File: src/hw/rtl/ppa_pkg.sv
// Package for the physical page allocator: sizes, codes and the command and
// status structs that join the controller and the datapath.
// Depends on nothing.
`default_nettype none

package ppa_pkg;

    // Sizing constants.
    localparam int MAX_REGIONS = 16;
    localparam int FREE_DEPTH  = 1024;
    localparam int PAGE_BYTES  = 4096;
    localparam int ADDR_BITS   = 48;
    localparam int PAGE_BITS   = 36;
    localparam int KIND_BITS   = 32;
    localparam int CFG_IDX_BITS = 1;

    localparam int PAGE_SHIFT = $clog2(PAGE_BYTES);

    // Region bounds are kept wider than a page number so that rounding up
    // and region ends cannot wrap.
    localparam int RP_W = ADDR_BITS - PAGE_SHIFT + 1;
    localparam int RF_W = (RP_W + 1 > PAGE_BITS + 1) ? RP_W + 1 : PAGE_BITS + 1;

    localparam int RG_AW = (MAX_REGIONS > 1) ? $clog2(MAX_REGIONS) : 1;
    localparam int RG_CW = $clog2(MAX_REGIONS + 1);
    localparam int FD_AW = (FREE_DEPTH > 1) ? $clog2(FREE_DEPTH) : 1;
    localparam int FD_CW = $clog2(FREE_DEPTH + 1);

    localparam logic [KIND_BITS-1:0] USABLE_KIND = KIND_BITS'(1);

    // Configuration register indexes.
    localparam logic [CFG_IDX_BITS-1:0] REG_KERNEL_FIRST = CFG_IDX_BITS'(0);
    localparam logic [CFG_IDX_BITS-1:0] REG_KERNEL_LAST  = CFG_IDX_BITS'(1);

    typedef enum logic [1:0] {
        ACT_ALLOC   = 2'd0,
        ACT_FREE    = 2'd1,
        ACT_RESERVE = 2'd2,
        ACT_ADD     = 2'd3
    } action_t;

    typedef enum logic [2:0] {
        ST_OK       = 3'd0,
        ST_OOM      = 3'd1,
        ST_NOTFOUND = 3'd2,
        ST_REJECT   = 3'd3,
        ST_FULL     = 3'd4
    } status_t;

    typedef enum logic [1:0] {
        GRANT_NONE  = 2'd0,
        GRANT_STACK = 2'd1,
        GRANT_HEAD  = 2'd2
    } grant_sel_t;

    // Commands from the controller to the datapath.
    typedef struct packed {
        logic       latch;
        logic       pop_rd;
        logic       push;
        logic       head_take;
        logic       add_calc;
        logic       add_commit;
        logic       scan_cap;
        logic       scan_next;
        logic       split;
        logic       stk_init;
        logic       stk_rd;
        logic       stk_dec;
        logic       shift_rd;
        logic       shift_wr;
        logic       cnt_dec;
        logic       finish;
        status_t    code;
        grant_sel_t grant_sel;
    } ppa_cmd_t;

    // Status from the datapath to the controller.
    typedef struct packed {
        logic freed_empty;
        logic freed_full;
        logic region_empty;
        logic region_full;
        logic add_reject;
        logic scan_end;
        logic scan_hit;
        logic split_two;
        logic stk_hit;
        logic sp_zero;
        logic shift_end;
    } ppa_stat_t;

endpackage

`default_nettype wire

File: src/hw/rtl/ppa_ctrl.sv
// Controller of the page allocator: one state machine that sequences each
// request through the datapath. Depends on ppa_pkg.
`default_nettype none

module ppa_ctrl (
    input  wire logic              clk,
    input  wire logic              rst_n,
    input  wire logic              start,
    input  wire logic [1:0]        action,
    input  wire ppa_pkg::ppa_stat_t stat,
    output ppa_pkg::ppa_cmd_t      cmd,
    output logic                   busy
);
    import ppa_pkg::*;

    typedef enum logic [11:0] {
        S_IDLE    = 12'b0000_0000_0001,
        S_ALLOC   = 12'b0000_0000_0010,
        S_POP     = 12'b0000_0000_0100,
        S_FREE    = 12'b0000_0000_1000,
        S_ADD1    = 12'b0000_0001_0000,
        S_ADD2    = 12'b0000_0010_0000,
        S_SCAN    = 12'b0000_0100_0000,
        S_SPLIT   = 12'b0000_1000_0000,
        S_STK_RD  = 12'b0001_0000_0000,
        S_STK_CMP = 12'b0010_0000_0000,
        S_SH_CHK  = 12'b0100_0000_0000,
        S_SH_WR   = 12'b1000_0000_0000
    } state_t;

    state_t state_reg;
    state_t state_next;

    // State register.
    always_ff @(posedge clk or negedge rst_n)
    begin
        if (!rst_n)
        begin
            state_reg <= S_IDLE;
        end
        else
        begin
            state_reg <= state_next;
        end
    end

    assign busy = (state_reg != S_IDLE);

    // Next state and commands.
    always_comb
    begin
        state_next = state_reg;
        cmd = '0;
        cmd.code = ST_OK;
        cmd.grant_sel = GRANT_NONE;
        case (state_reg)
            S_IDLE:
            begin
                if (start)
                begin
                    cmd.latch = 1'b1;
                    case (action_t'(action))
                        ACT_ALLOC:   state_next = S_ALLOC;
                        ACT_FREE:    state_next = S_FREE;
                        ACT_RESERVE: state_next = S_SCAN;
                        ACT_ADD:     state_next = S_ADD1;
                        default:     state_next = S_IDLE;
                    endcase
                end
            end
            S_ALLOC:
            begin
                if (!stat.freed_empty)
                begin
                    cmd.pop_rd = 1'b1;
                    state_next = S_POP;
                end
                else if (!stat.region_empty)
                begin
                    cmd.head_take = 1'b1;
                    cmd.finish = 1'b1;
                    cmd.grant_sel = GRANT_HEAD;
                    state_next = S_IDLE;
                end
                else
                begin
                    cmd.finish = 1'b1;
                    cmd.code = ST_OOM;
                    state_next = S_IDLE;
                end
            end
            S_POP:
            begin
                cmd.finish = 1'b1;
                cmd.grant_sel = GRANT_STACK;
                state_next = S_IDLE;
            end
            S_FREE:
            begin
                cmd.finish = 1'b1;
                if (stat.freed_full)
                begin
                    cmd.code = ST_FULL;
                end
                else
                begin
                    cmd.push = 1'b1;
                end
                state_next = S_IDLE;
            end
            S_ADD1:
            begin
                cmd.add_calc = 1'b1;
                state_next = S_ADD2;
            end
            S_ADD2:
            begin
                cmd.finish = 1'b1;
                if (stat.add_reject)
                begin
                    cmd.code = ST_REJECT;
                end
                else if (stat.region_full)
                begin
                    cmd.code = ST_FULL;
                end
                else
                begin
                    cmd.add_commit = 1'b1;
                end
                state_next = S_IDLE;
            end
            S_SCAN:
            begin
                cmd.scan_cap = 1'b1;
                if (stat.scan_end)
                begin
                    if (stat.freed_empty)
                    begin
                        cmd.finish = 1'b1;
                        cmd.code = ST_NOTFOUND;
                        state_next = S_IDLE;
                    end
                    else
                    begin
                        cmd.stk_init = 1'b1;
                        state_next = S_STK_RD;
                    end
                end
                else if (stat.scan_hit)
                begin
                    state_next = S_SPLIT;
                end
                else
                begin
                    cmd.scan_next = 1'b1;
                end
            end
            S_SPLIT:
            begin
                cmd.finish = 1'b1;
                if (stat.split_two && stat.region_full)
                begin
                    cmd.code = ST_FULL;
                end
                else
                begin
                    cmd.split = 1'b1;
                end
                state_next = S_IDLE;
            end
            S_STK_RD:
            begin
                cmd.stk_rd = 1'b1;
                state_next = S_STK_CMP;
            end
            S_STK_CMP:
            begin
                if (stat.stk_hit)
                begin
                    state_next = S_SH_CHK;
                end
                else if (stat.sp_zero)
                begin
                    cmd.finish = 1'b1;
                    cmd.code = ST_NOTFOUND;
                    state_next = S_IDLE;
                end
                else
                begin
                    cmd.stk_dec = 1'b1;
                    state_next = S_STK_RD;
                end
            end
            S_SH_CHK:
            begin
                if (stat.shift_end)
                begin
                    cmd.cnt_dec = 1'b1;
                    cmd.finish = 1'b1;
                    state_next = S_IDLE;
                end
                else
                begin
                    cmd.shift_rd = 1'b1;
                    state_next = S_SH_WR;
                end
            end
            S_SH_WR:
            begin
                cmd.shift_wr = 1'b1;
                state_next = S_SH_CHK;
            end
            default:
            begin
                state_next = S_IDLE;
            end
        endcase
    end

endmodule

`default_nettype wire

File: config.mk
export PLATFORM = sky130hd
export DESIGN_NAME = ppa_ctrl
export DESIGN_NICKNAME = d
export VERILOG_FILES = /design/src/hw/rtl/ppa_pkg.sv /design/src/hw/rtl/ppa_ctrl.sv
export SDC_FILE = /design/constraint.sdc
export NUM_CORES = 1
export LEC_CHECK = 0
export BUFFER_PORTS_ARGS = -buffer_cell sky130_fd_sc_hd__buf_2
export CORE_MARGIN = 2
export CORE_UTILIZATION = 51
export DETAILED_ROUTE_END_ITERATION = 7
export HOLD_SLACK_MARGIN = 0.05
export PLACE_DENSITY_LB_ADDON = 0.12
export REMOVE_ABC_BUFFERS = 1
export SETUP_SLACK_MARGIN = 0.5
export SYNTH_ARGS = -nofsm -noshare
export SYNTH_HDL_FRONTEND = slang
export SYNTH_SLANG_ARGS = --single-unit
File: constraint.sdc
create_clock -name clk -period 3 [get_ports clk]
set_clock_uncertainty 0.05 [all_clocks]
set_input_delay 0.15 -clock clk [delete_from_list [all_inputs] [get_ports clk]]
set_output_delay 0.15 -clock clk [all_outputs]
set_load 0.01 [all_outputs]
# --- Yosys cells after proc, flatten, opt, wreduce, memory -nomap -nowiden ---
# Index checks and enable logic that the tools add are counted.
totals:
  out_inout_bits: 22
  input_bits: 16
  reg_bits: 12
op_classes:
  eq_ne: 18
  n_mux: 53
  n_reduce_logical: 4
ops:
  columns: ["op", "n"]
  rows:
  - ["$pmux 12 s8", 1]
  - ["$mux 12", 5]
  - ["$pmux 12 s4", 1]
  - ["$mux 1", 28]
  - ["$mux 9", 2]
  - ["$pmux 3 s6", 1]
  - ["$mux 4", 4]
  - ["$mux 3", 5]
  - ["$eq 12x1->1 const B", 1]
  - ["$eq 12x10->1 const B", 1]
  - ["$eq 12x11->1 const B", 1]
  - ["$eq 12x12->1 const B", 1]
  - ["$eq 12x2->1 const B", 1]
  - ["$eq 12x3->1 const B", 1]
  - ["$eq 12x4->1 const B", 1]
  - ["$eq 12x5->1 const B", 1]
  - ["$eq 12x6->1 const B", 1]
  - ["$eq 12x7->1 const B", 1]
  - ["$eq 12x8->1 const B", 1]
  - ["$eq 12x9->1 const B", 1]
  - ["$ne 12x1->1 const B", 1]
  - ["$mux 2", 3]
  - ["$mux 6", 1]
  - ["$pmux 1 s5", 1]
  - ["9 further kinds", 10]

# --- Logic depth before layout (Yosys ltp) ---
# Gate-level depths: netlist of run 1.
logic_depth:
  ltp_word: 4
  mapped_depth: 6
  depth_no_buf: 5

# --- Worst setup path after synthesis of run 1 ---
# OpenSTA, ideal clock, no wires.
synth_path:
  path_kind: "flip-flop to flip-flop"
  from: "register state_reg[3]"
  to: "register state_reg[6]"
  arrival_ns: 1.934
  path_buffers: 0
  required_ns: 2.884
  stages_incl_launch_ff: 6
  path_slack_ns: 0.950
  period_less_slack_ns: 2.050
  cell_sequence: "dfrtp_1 > nor4_4 > nand3_1 > nor3_1 > nor3b_1 > a21o_1"
synth_via:
  elab_chain_cells: 3
  word_cells_on_any_way: 12
  cone_classes: "10 x eq/ne; 1 x mux; 1 x reduce/logical"
synth_rtl:
  columns: ["item", "line", "text"]
  rows:
  - ["from (decl)", "ppa_ctrl.sv:31", "state_t state_reg;"]
  - ["from (signal assigned)", "ppa_ctrl.sv:43", "state_reg <= state_next;"]
  - ["$eq 12x7->1 / $eq 12x1->1 (equally long branches)", "ppa_ctrl.sv:56", "case (state_reg)"]
  - ["$ne 3x3->1 (no source line) / $ne 2x2->1 (equally long branches)", null, null]
  - ["$reduce_and 2->1 (no source line)", null, null]
# Parallel ways exist; a longest one is shown, timed or not.
# A chain may end at the register's enable or synchronous reset.

==> results of run 1 <==
cells in the final DEF (no fill, tap or decap), types with 3 or more instances in the layout:
cell            n
nand4_1         3
nor2b_1         4
dfrtp_1         8
nand3_1         4
nor4_4          3
clkbuf_4        3
nor3_1          5
nor3b_1         3
dlygate4sd3_1   4
inv_1           3
nand2_1        10
dfrtp_2         3
nor4b_1        10
nor2_1          8
buf_2          37
and3b_1         3
layer usage:
metal  track usage [%]  routed length (microns)
met3              2.31                      180
met4              9.44                       14
met1              28.3                      897
met5                 0                        0
met2              34.5                     1070
cells by family after synthesis:
logic type	share of synthesized area [%]
XOR/XNOR	3.74
AND/OR/NAND/NOR	49.9
AO/OA/AOI/OAI	8.02
flip-flops	32.2
multiplexers	1.07
buffers and inverters	5.08
synth_stat cells (all sizes together), types with 2 or more instances:
| cell | n |
|---|---|
| buf | 2 |
| clkbuf | 4 |
| and3b | 3 |
| nor4 | 5 |
| a21o | 2 |
| nor3b | 4 |
| nor4b | 10 |
| nor2b | 4 |
| nand2 | 10 |
| nand3 | 4 |
| nand4 | 3 |
| nor2 | 8 |
| nor3 | 5 |
| o21ai | 2 |
| a21oi | 2 |
| xnor2 | 2 |
| xor2 | 2 |
| dfrtp | 11 |
| and3 | 2 |
| inv | 3 |
power by group through the flow:
stage               Sequential (mW)  Clock (mW)  Combinational [mW]
detailed placement            0.217           0               0.222
CTS                           0.214       0.102               0.227
finish                        0.215      0.0972               0.232
global route                  0.217       0.107               0.258
global placement              0.217           0               0.216
floorplan                     0.211           0               0.159
area by class of cell:
cell class / count / area, sq um / area share (%)
Multi-Input combinational cell: 83 / 608 / 49.7
Sequential cell: 12 / 305 / 25.0
Timing Repair Buffer: 43 / 240 / 19.7
Tap cell: 25 / 31.3 / 2.56
Clock buffer: 4 / 26.3 / 2.15
Inverter: 3 / 11.3 / 0.921
critical path, delay by kind of cell (launching register included):
kind | cells | cell delay, ns
buf+inv | 1 | 0.13
flops | 1 | 0.45
simple gates | 5 | 1.37
worst max-delay path by stage:
stage / end
floorplan: state_reg[6]
detailed placement: cmd[4]
global route: cmd[4]
CTS: cmd[5]
finish: cmd[5]
global placement: cmd[4]
what timing repair did:
action                                 CTS  global route
pin swaps                                1             1
hold buffers                             4             0
setup endpoints to repair                1             4
endpoints found under the hold margin   15             0
resized for setup                        0             7
buffers inserted                         1             1
==> metrics.yaml, run 1 <==
synthesis:
  syn-cell-area_sq_um: 936
  yosys.area.top_type_share_pct: 29.4
  yosys_warnings: 0
  ys_top_cells_by_area: "dfrtp_1 29%, nor4b_1 9.4%, nor4_4 6.8%"
  ys.flop_type: "dfrtp_1"
  synth_edf_count: 0
  seq_area_frac_synth_pct: 32.2
  async_reset_ff_share_pct: 100
  syn-instance-count: 104
  syn_area_per_cell_sq_um: 9.00
  ys_ff_latch: 12
  yosys.cell_types.count: 39
  yosysTopAreaCell: "dfrtp_1"
power_and_ir_drop:
  leakage_nw: 0.644
  combPwrFrac_pct: 42.7
  finalPower_mw: 0.544
  power_frac_seq_pct: 39.5
  internal-power_mw: 0.337
  power.share.clock_pct: 17.9
  power_density_nw_per_um2: 445
  max-vdd-ir-drop_mv: 0.308
  swShare_pct: 38.2
  power.switching_mw: 0.208
cells_and_area:
  finalNonFillerCells: 170
  utilization_pct: 70.8
  diodes: 0
  layout.nets: 162
  fill_cells: 156
  drive_gt1_share_pct: 39.3
  finalInstanceArea_sq_um: 1220
  largest_register_ffs: 12
  area_growth_pct: 30.6
cts:
  cts-root-buf: "clkbuf_4"
  cts_tree: "yes"
  clock_latency_ns: 0.26
  cts_buffers: 3
  clk_path_buf_depth: 2
  clk_pin_slew_worst_paths_ns: 0.07
  h-tree-depth: 1
  cts.sinks: 12
timing:
  fin_crit_sh_pct: 80.4
  slew_viol_final: 0
  fin_crit_ns: 2.41
  tns_ns: 0
  hold_viol_final: 0
  rsz0062_at_grt: "yes"
  worst_pin_slew_ns: 0.399
  clock.fmax_mhz: 414
  whs_ns: 0.0738
  layout_setup_ws_ns: 0.587
  slew_headroom_pct: 73.0
  setup_violations: 0
worst_hold_path:
  min_path_cells: 2
  min_path_type: "input pin to flip-flop"
  min_to: "state_reg[2]"
  hold_start: "stat[10]"
floorplan:
  core_sq_um: 1730
  rows: 15
  start_util_pct: 54.2
  io_pins: 38
  die_x_microns: 46.8
  die_height_microns: 46.8
  die_area_sq_um: 2190
drt:
  via_count: 958
  first_iter_violations: 17
  antenna_left: 0
  drcViolationCount: 0
  wl_microns: 2160
  viasPerCell: 5.64
  dr.pass1.iters: 4
  wire_per_inst_microns: 12.7
setup_path:
  required_ns: 2.80
  critPathKind: "flip-flop to output pin"
  timing.rr.end: "state_reg[0]"
  cp-end-kind: "output pin"
  path_max_fanout: 6
  critPathLaunchType: "flip-flop"
  worst_r2r_path_depth: 5
  critPathSlowestCell: "or4_4"
  cp_cell_sequence: "nor4_4 -> nand3_1 -> or4_4 -> nor4bb_2 -> nand3_1 -> buf_2"
  cpMostUsedCell: "nand3_1"
  cp_data_arrival_time_ns: 2.21
  worstReg2RegStart: "state_reg[3]"
  slowest_delay_ns: 0.55
  rrSetupSlack_ns: 1.00
  worstSetupStartpoint: "state_reg[3]"
placement:
  dp_hpwl_microns: 1740
  io_buffers: 37
  routabilityCongestion: 0.799
  pre_cts_slack_ns: 0.789
  dpl_cell_area_sq_um: 1120
  dp_cells: 160
global_route:
  grt_pass1_vias: 779
  antenna_found_initial: 0
  grt_pass1_wl_microns: 3260
  grt.total_usage_pct: 21.1
  grt_max_degree: 13
  grt_overflow_total: 0
run:
  maxCapViolations: 0
status:
  status: "finished, final reports clean"
Note: power is estimated with default switching activity, not from simulation.
==> inputs of run 2 (changes only) <==
--- a/config.mk
+++ b/config.mk
@@ -7,7 +7,7 @@
 export LEC_CHECK = 0
 export BUFFER_PORTS_ARGS = -buffer_cell sky130_fd_sc_hd__buf_2
 export CORE_MARGIN = 2
-export CORE_UTILIZATION = 51
+export CORE_UTILIZATION = 47
 export DETAILED_ROUTE_END_ITERATION = 7
 export HOLD_SLACK_MARGIN = 0.05
 export PLACE_DENSITY_LB_ADDON = 0.12
==> constraint.sdc (replaced) <==
create_clock -name clk -period 2.4 [get_ports clk]
set_clock_uncertainty 0.05 [all_clocks]
set_input_delay 0.12 -clock clk [delete_from_list [all_inputs] [get_ports clk]]
set_output_delay 0.12 -clock clk [all_outputs]
set_load 0.01 [all_outputs]
==> metrics.yaml, run 2 (synthesis results as in run 1) <==
status:
  status: "finished, final reports clean"  # unchanged
floorplan:
  core_sq_um: 1920  # was 1730 sq um
  io_pins: 38  # unchanged
  start_util_pct: 48.7  # was 54.2%
  die_height_microns: 48.6  # was 46.8 microns
  rows: 16  # was 15
  die_x_microns: 48.6  # was 46.8 microns
  die_area_sq_um: 2360  # was 2190 sq um
power_and_ir_drop:
  leakage_nw: 0.806  # was 0.644 nW
  max-vdd-ir-drop_mv: 0.536  # was 0.308 mV
  power_density_nw_per_um2: 609  # was 445 nW/um^2
  finalPower_mw: 0.947  # was 0.544 mW
timing:
  slew_viol_final: 0  # unchanged
  hold_viol_final: 0  # unchanged
  setup_violations: 0  # unchanged
  fin_crit_sh_pct: 94.9
  rsz0062_at_grt: "yes"  # unchanged
  clock.fmax_mhz: 439
  tns_ns: 0  # unchanged
  worst_pin_slew_ns: 0.348  # was 0.399 ns
  slew_headroom_pct: 76.5  # was 73.0%
  fin_crit_ns: 2.28
placement:
  routabilityCongestion: 0.777  # was 0.799
  dp_hpwl_microns: 1750  # was 1740 microns
  io_buffers: 37  # unchanged
  dpl_cell_area_sq_um: 1130  # was 1120 sq um
cells_and_area:
  area_growth_pct: 66.2  # was 30.6%
  largest_register_ffs: 12  # unchanged
  fill_cells: 133  # was 156
  finalInstanceArea_sq_um: 1560  # was 1220 sq um
  diodes: 0  # unchanged
  drive_gt1_share_pct: 59.1  # was 39.3%
  layout.nets: 188  # was 162
  final_cell_mix: "37 x buf_2, 24 x buf_4, 9 x nand2_1, 9 x dfrtp_2, 8 x nor4b_1"  # was 37 x buf_2, 10 x nand2_1, 10 x nor4b_1
  utilization_pct: 80.9  # was 70.8%
  layout_commonest_cell: "buf_2"  # unchanged
cts:
  clk_path_buf_depth: 2  # unchanged
  clock_latency_ns: 0.28  # was 0.26 ns
  cts-root-buf: "clkbuf_4"  # unchanged
  h-tree-depth: 1  # unchanged
  cts_buffers: 3  # unchanged
  clk_pin_slew_worst_paths_ns: 0.09  # was 0.07 ns
  cts_tree: "yes"  # unchanged
  cts.sinks: 12  # unchanged
setup_path:
  critPathSlowestCell: "or4b_4"  # was or4_4
  critPathKind: "flip-flop to output pin"  # unchanged
  cp_cell_sequence: "nor4_4 -> buf_4 -> nand3b_4 -> or4b_4 -> o22ai_2 -> a32o_2 -> buf_2"  # was nor4_4 -> nand3_1 -> or4_4 -> nor4bb_2 -> nand3_1 -> buf_2
  required_ns: 2.23  # was 2.80 ns
  cp-end-kind: "output pin"  # unchanged
  path_max_fanout: 4  # was 6
  cp_data_arrival_time_ns: 2.11  # was 2.21 ns
  critPathLaunchType: "flip-flop"  # unchanged
  slowest_delay_ns: 0.50  # was 0.55 ns
run:
  maxCapViolations: 0  # unchanged
drt:
  wire_per_inst_microns: 15.5  # was 12.7 microns
  antenna_left: 0  # unchanged
  via_count: 1105  # was 958
  drcViolationCount: 0  # unchanged
  viasPerCell: 5.58  # was 5.64
  wl_microns: 3070  # was 2160 microns
  dr.pass1.iters: 4  # unchanged
  first_iter_violations: 32  # was 17
worst_hold_path:
  min_path_type: "input pin to flip-flop"  # unchanged
global_route:
  grt_overflow_total: 0  # unchanged
  grt_max_degree: 13  # unchanged
  antenna_found_initial: 0  # unchanged
  grt_pass1_wl_microns: 4750  # was 3260 microns
  grt_pass1_vias: 1081  # was 779
  grt.total_usage_pct: 24.8  # was 21.1%
run 2: cell count changes in the layout (fill, tap and decap cells not counted), moves of 2 or more:
| cell | previous run | this run |
|---|---|---|
| buf_4 | 2 | 24 |
| dfrtp_1 | 8 | 2 |
| dfrtp_2 | 3 | 9 |
| buf_6 | 0 | 3 |
| nor3_1 | 5 | 2 |
| nor3_2 | 0 | 2 |
| nor4b_1 | 10 | 8 |
run 2: power breakdown:
group          internal [mW]  total (mW)  switching [mW]
Combinational          0.267       0.527           0.260
Sequential             0.227       0.253          0.0256
Clock                 0.0921       0.167          0.0752
Total                  0.587       0.947           0.361
run 2: critical path, delay by kind of cell (launching register included):
| family | cells | cell delay, ns |
|---|---|---|
| and+or+nand+nor | 3 | 0.83 |
| buffers and inverters | 2 | 0.30 |
| DFF | 1 | 0.43 |
| AOI/OAI and AO/OA | 2 | 0.27 |
run 2: worst paths after layout:
check	end	cells past startpoint	from	slack, ns
setup / recovery	cmd[4]	7	state_reg[2]	0.12
setup reg to reg	state_reg[0]	9	state_reg[2]	0.47
max in group asynchronous	state_reg[0]	2	rst_n	1.81
min in group asynchronous	state_reg[8]	2	rst_n	0.20
hold reg to reg	state_reg[10]	2	state_reg[8]	0.60
hold / removal	state_reg[7]	2	stat[4]	0.06
run 2: layout make-up:
class	instances	area [sq um]	area share [%]
Inverter	3	11.3	0.724
Clock buffer	4	36.3	2.33
Multi-Input combinational cell	83	712	45.8
Timing Repair Buffer	69	449	28.9
Tap cell	27	33.8	2.17
Sequential cell	12	313	20.1
run 2: per-stage QoR:
step / cells / setup slack (ns) / hold slack, ns
global route: 198 / 0.0549 / 0.0666
global placement: 163 / 0.262 / -0.0358
CTS: 191 / 0.138 / 0.0538
floorplan: 98 / 0.355 / -0.226
finish: 198 / 0.123 / 0.0625
detailed placement: 163 / 0.219 / -0.0376
run 2: what timing repair did:
action | 4_1_cts | 5_1_grt
hold buffers | 5 | 0
resized for setup | 29 | 7
setup endpoints to repair | 21 | 24
setup buffers | 19 | 7
pin swaps | 15 | 7
endpoints found under the hold margin | 17 | 0
run 2: layer usage:
layer  share of wire [%]  wire [microns]  track usage, %  vias up
li1                    -               -               -      521
met1                  41            1250            31.2      519
met2                  51            1580            45.9       65
met3                 7.9             241            3.09        0
met4                   0               0            3.81        0
met5                   0               0               0        -
==> inputs of run 3 (changes only) <==
--- a/config.mk
+++ b/config.mk
@@ -7,7 +7,7 @@
 export LEC_CHECK = 0
 export BUFFER_PORTS_ARGS = -buffer_cell sky130_fd_sc_hd__buf_2
 export CORE_MARGIN = 2
-export CORE_UTILIZATION = 47
+export CORE_UTILIZATION = 51
 export DETAILED_ROUTE_END_ITERATION = 7
 export HOLD_SLACK_MARGIN = 0.05
 export PLACE_DENSITY_LB_ADDON = 0.12
==> constraint.sdc (replaced) <==
create_clock -name clk -period 2.9 [get_ports clk]
set_clock_uncertainty 0.05 [all_clocks]
set_input_delay 0.145 -clock clk [delete_from_list [all_inputs] [get_ports clk]]
set_output_delay 0.145 -clock clk [all_outputs]
set_load 0.01 [all_outputs]
==> metrics.yaml, run 3 (synthesis results as in run 1) <==
floorplan:
  die_x_microns: 46.8  # was 48.6 microns
  io_pins: 38  # unchanged
  core_sq_um: 1730  # was 1920 sq um
  die_area_sq_um: 2190  # was 2360 sq um
  start_util_pct: 54.2  # was 48.7%
  rows: 15  # was 16
  die_height_microns: 46.8  # was 48.6 microns
status:
  status: "finished, final reports clean"  # unchanged
timing:
  slew_headroom_pct: 72.7  # was 76.5%
  setup_violations: 0  # unchanged
  worst_pin_slew_ns: 0.403  # was 0.348 ns
  fin_crit_ns: 2.36
  slew_viol_final: 0  # unchanged
  fin_crit_sh_pct: 81.3
  rsz0062_at_grt: "yes"  # unchanged
  layout_setup_ws_ns: 0.542  # was 0.123 ns
  hold_viol_final: 0  # unchanged
  tns_ns: 0  # unchanged
  clock.fmax_mhz: 424
setup_path:
  critPathKind: "flip-flop to output pin"  # unchanged
  critPathLaunchType: "flip-flop"  # unchanged
  worst_r2r_path_depth: 5  # was 9
  rrSetupSlack_ns: 0.95  # was 0.47 ns
  worstSetupStartpoint: "state_reg[3]"  # was state_reg[2]
  required_ns: 2.71  # was 2.23 ns
  worstReg2RegStart: "state_reg[3]"  # was state_reg[2]
  timing.rr.end: "state_reg[0]"  # unchanged
  cp-end-kind: "output pin"  # unchanged
  critPathCapture: "cmd[5]"  # was cmd[4]
  path_max_fanout: 5  # was 4
  cp_data_arrival_time_ns: 2.16  # was 2.11 ns
drt:
  antenna_left: 0  # unchanged
  viasPerCell: 5.61  # was 5.58
  dr.pass1.iters: 4  # unchanged
  wl_microns: 2290  # was 3070 microns
  drcViolationCount: 0  # unchanged
  wire_per_inst_microns: 13.1  # was 15.5 microns
  via_count: 981  # was 1105
  first_iter_violations: 15  # was 32
power_and_ir_drop:
  finalPower_mw: 0.596  # was 0.947 mW
  leakage_nw: 0.668  # was 0.806 nW
  power_density_nw_per_um2: 465  # was 609 nW/um^2
  max-vdd-ir-drop_mv: 0.324  # was 0.536 mV
global_route:
  grt_max_degree: 13  # unchanged
  grt_overflow_total: 0  # unchanged
  grt_pass1_vias: 784  # was 1081
  antenna_found_initial: 0  # unchanged
  grt_pass1_wl_microns: 3270  # was 4750 microns
  grt.total_usage_pct: 21.3  # was 24.8%
cts:
  clk_pin_slew_worst_paths_ns: 0.07  # was 0.09 ns
  clock_latency_ns: 0.26  # was 0.28 ns
  cts_tree: "yes"  # unchanged
  clk_path_buf_depth: 2  # unchanged
  h-tree-depth: 1  # unchanged
  cts_buffers: 3  # unchanged
  cts.sinks: 12  # unchanged
  cts-root-buf: "clkbuf_4"  # unchanged
cells_and_area:
  layout_commonest_cell: "buf_2"  # unchanged
  finalNonFillerCells: 175  # was 198
  layout.nets: 167  # was 188
  largest_register_ffs: 12  # unchanged
  drive_gt1_share_pct: 44.7  # was 59.1%
  fill_cells: 149  # was 133
  area_growth_pct: 37.0  # was 66.2%
  final_cell_mix: "37 x buf_2, 10 x nand2_1, 10 x nor4b_1"  # was 37 x buf_2, 24 x buf_4, 9 x nand2_1, 9 x dfrtp_2, 8 x nor4b_1
  diodes: 0  # unchanged
placement:
  io_buffers: 37  # unchanged
  dp_cells: 160  # was 163
  routabilityCongestion: 0.799  # was 0.777
  dp_hpwl_microns: 1740  # was 1750 microns
  pre_cts_slack_ns: 0.694  # was 0.219 ns
worst_hold_path:
  min_path_type: "input pin to flip-flop"  # unchanged
run:
  maxCapViolations: 0  # unchanged
==> run 3: worst min-delay path by stage <==
stage | start | end | slack [ns] | cells after the start
floorplan | rst_n | state_reg[10] | -0.20 | 0
global placement | rst_n | state_reg[11] | -0.03 | 1
detailed placement | rst_n | state_reg[9] | -0.02 | 1
CTS | stat[10] | state_reg[2] | 0.06 | 2
global route | stat[10] | state_reg[2] | 0.06 | 2
finish | stat[10] | state_reg[2] | 0.07 | 2
==> run 3: power breakdown <==
group          leakage (nW)  switching, mW  internal (mW)
sequential            0.153         0.0356          0.188
clock                0.0150         0.0472         0.0531
combinational         0.500          0.143          0.129
total                 0.668          0.226          0.370
==> run 3: what timing repair did <==
action	in CTS	in global routing
resized for setup	4	10
endpoints found under the hold margin	15	0
buffers inserted	2	5
hold buffers	4	0
pin swaps	3	5
endpoints found under the setup margin	4	6
==> run 3: per-stage QoR <==
stage / util, % / hold slack [ns] / cell area, sq um
finish: 74.3 / 0.0711 / 1280
global route: 74.3 / 0.0620 / 1280
CTS: 70.1 / 0.0560 / 1210
detailed placement: 64.6 / -0.0243 / 1120
global placement: 64.6 / -0.0264 / 1120
floorplan: - / -0.201 / 900
==> run 3: worst max-delay path: stages, from the launching register on <==
cell and delay, ns:
dfrtp_2 0.45, nor4_4 0.38, nand3_1 0.19, or4_4 0.45, nor4bb_2 0.21, nand3_1 0.08, buf_2 0.13
==> run 3: cell type report <==
class,instances,area (sq um),area share [%]
Clock buffer,4,26.3,2.05
Inverter,3,11.3,0.878
Multi-Input combinational cell,83,627,48.9
Sequential cell,12,309,24.1
Tap cell,25,31.3,2.44
Timing Repair Buffer,48,278,21.7
==> run 3: layer usage <==
layer	global-route usage (%)	vias up	wire [microns]
met5	0	-	0
met4	9.44	0	22
met3	2.31	4	171
met2	34.8	40	1120
met1	28.5	453	974
li1	-	484	-
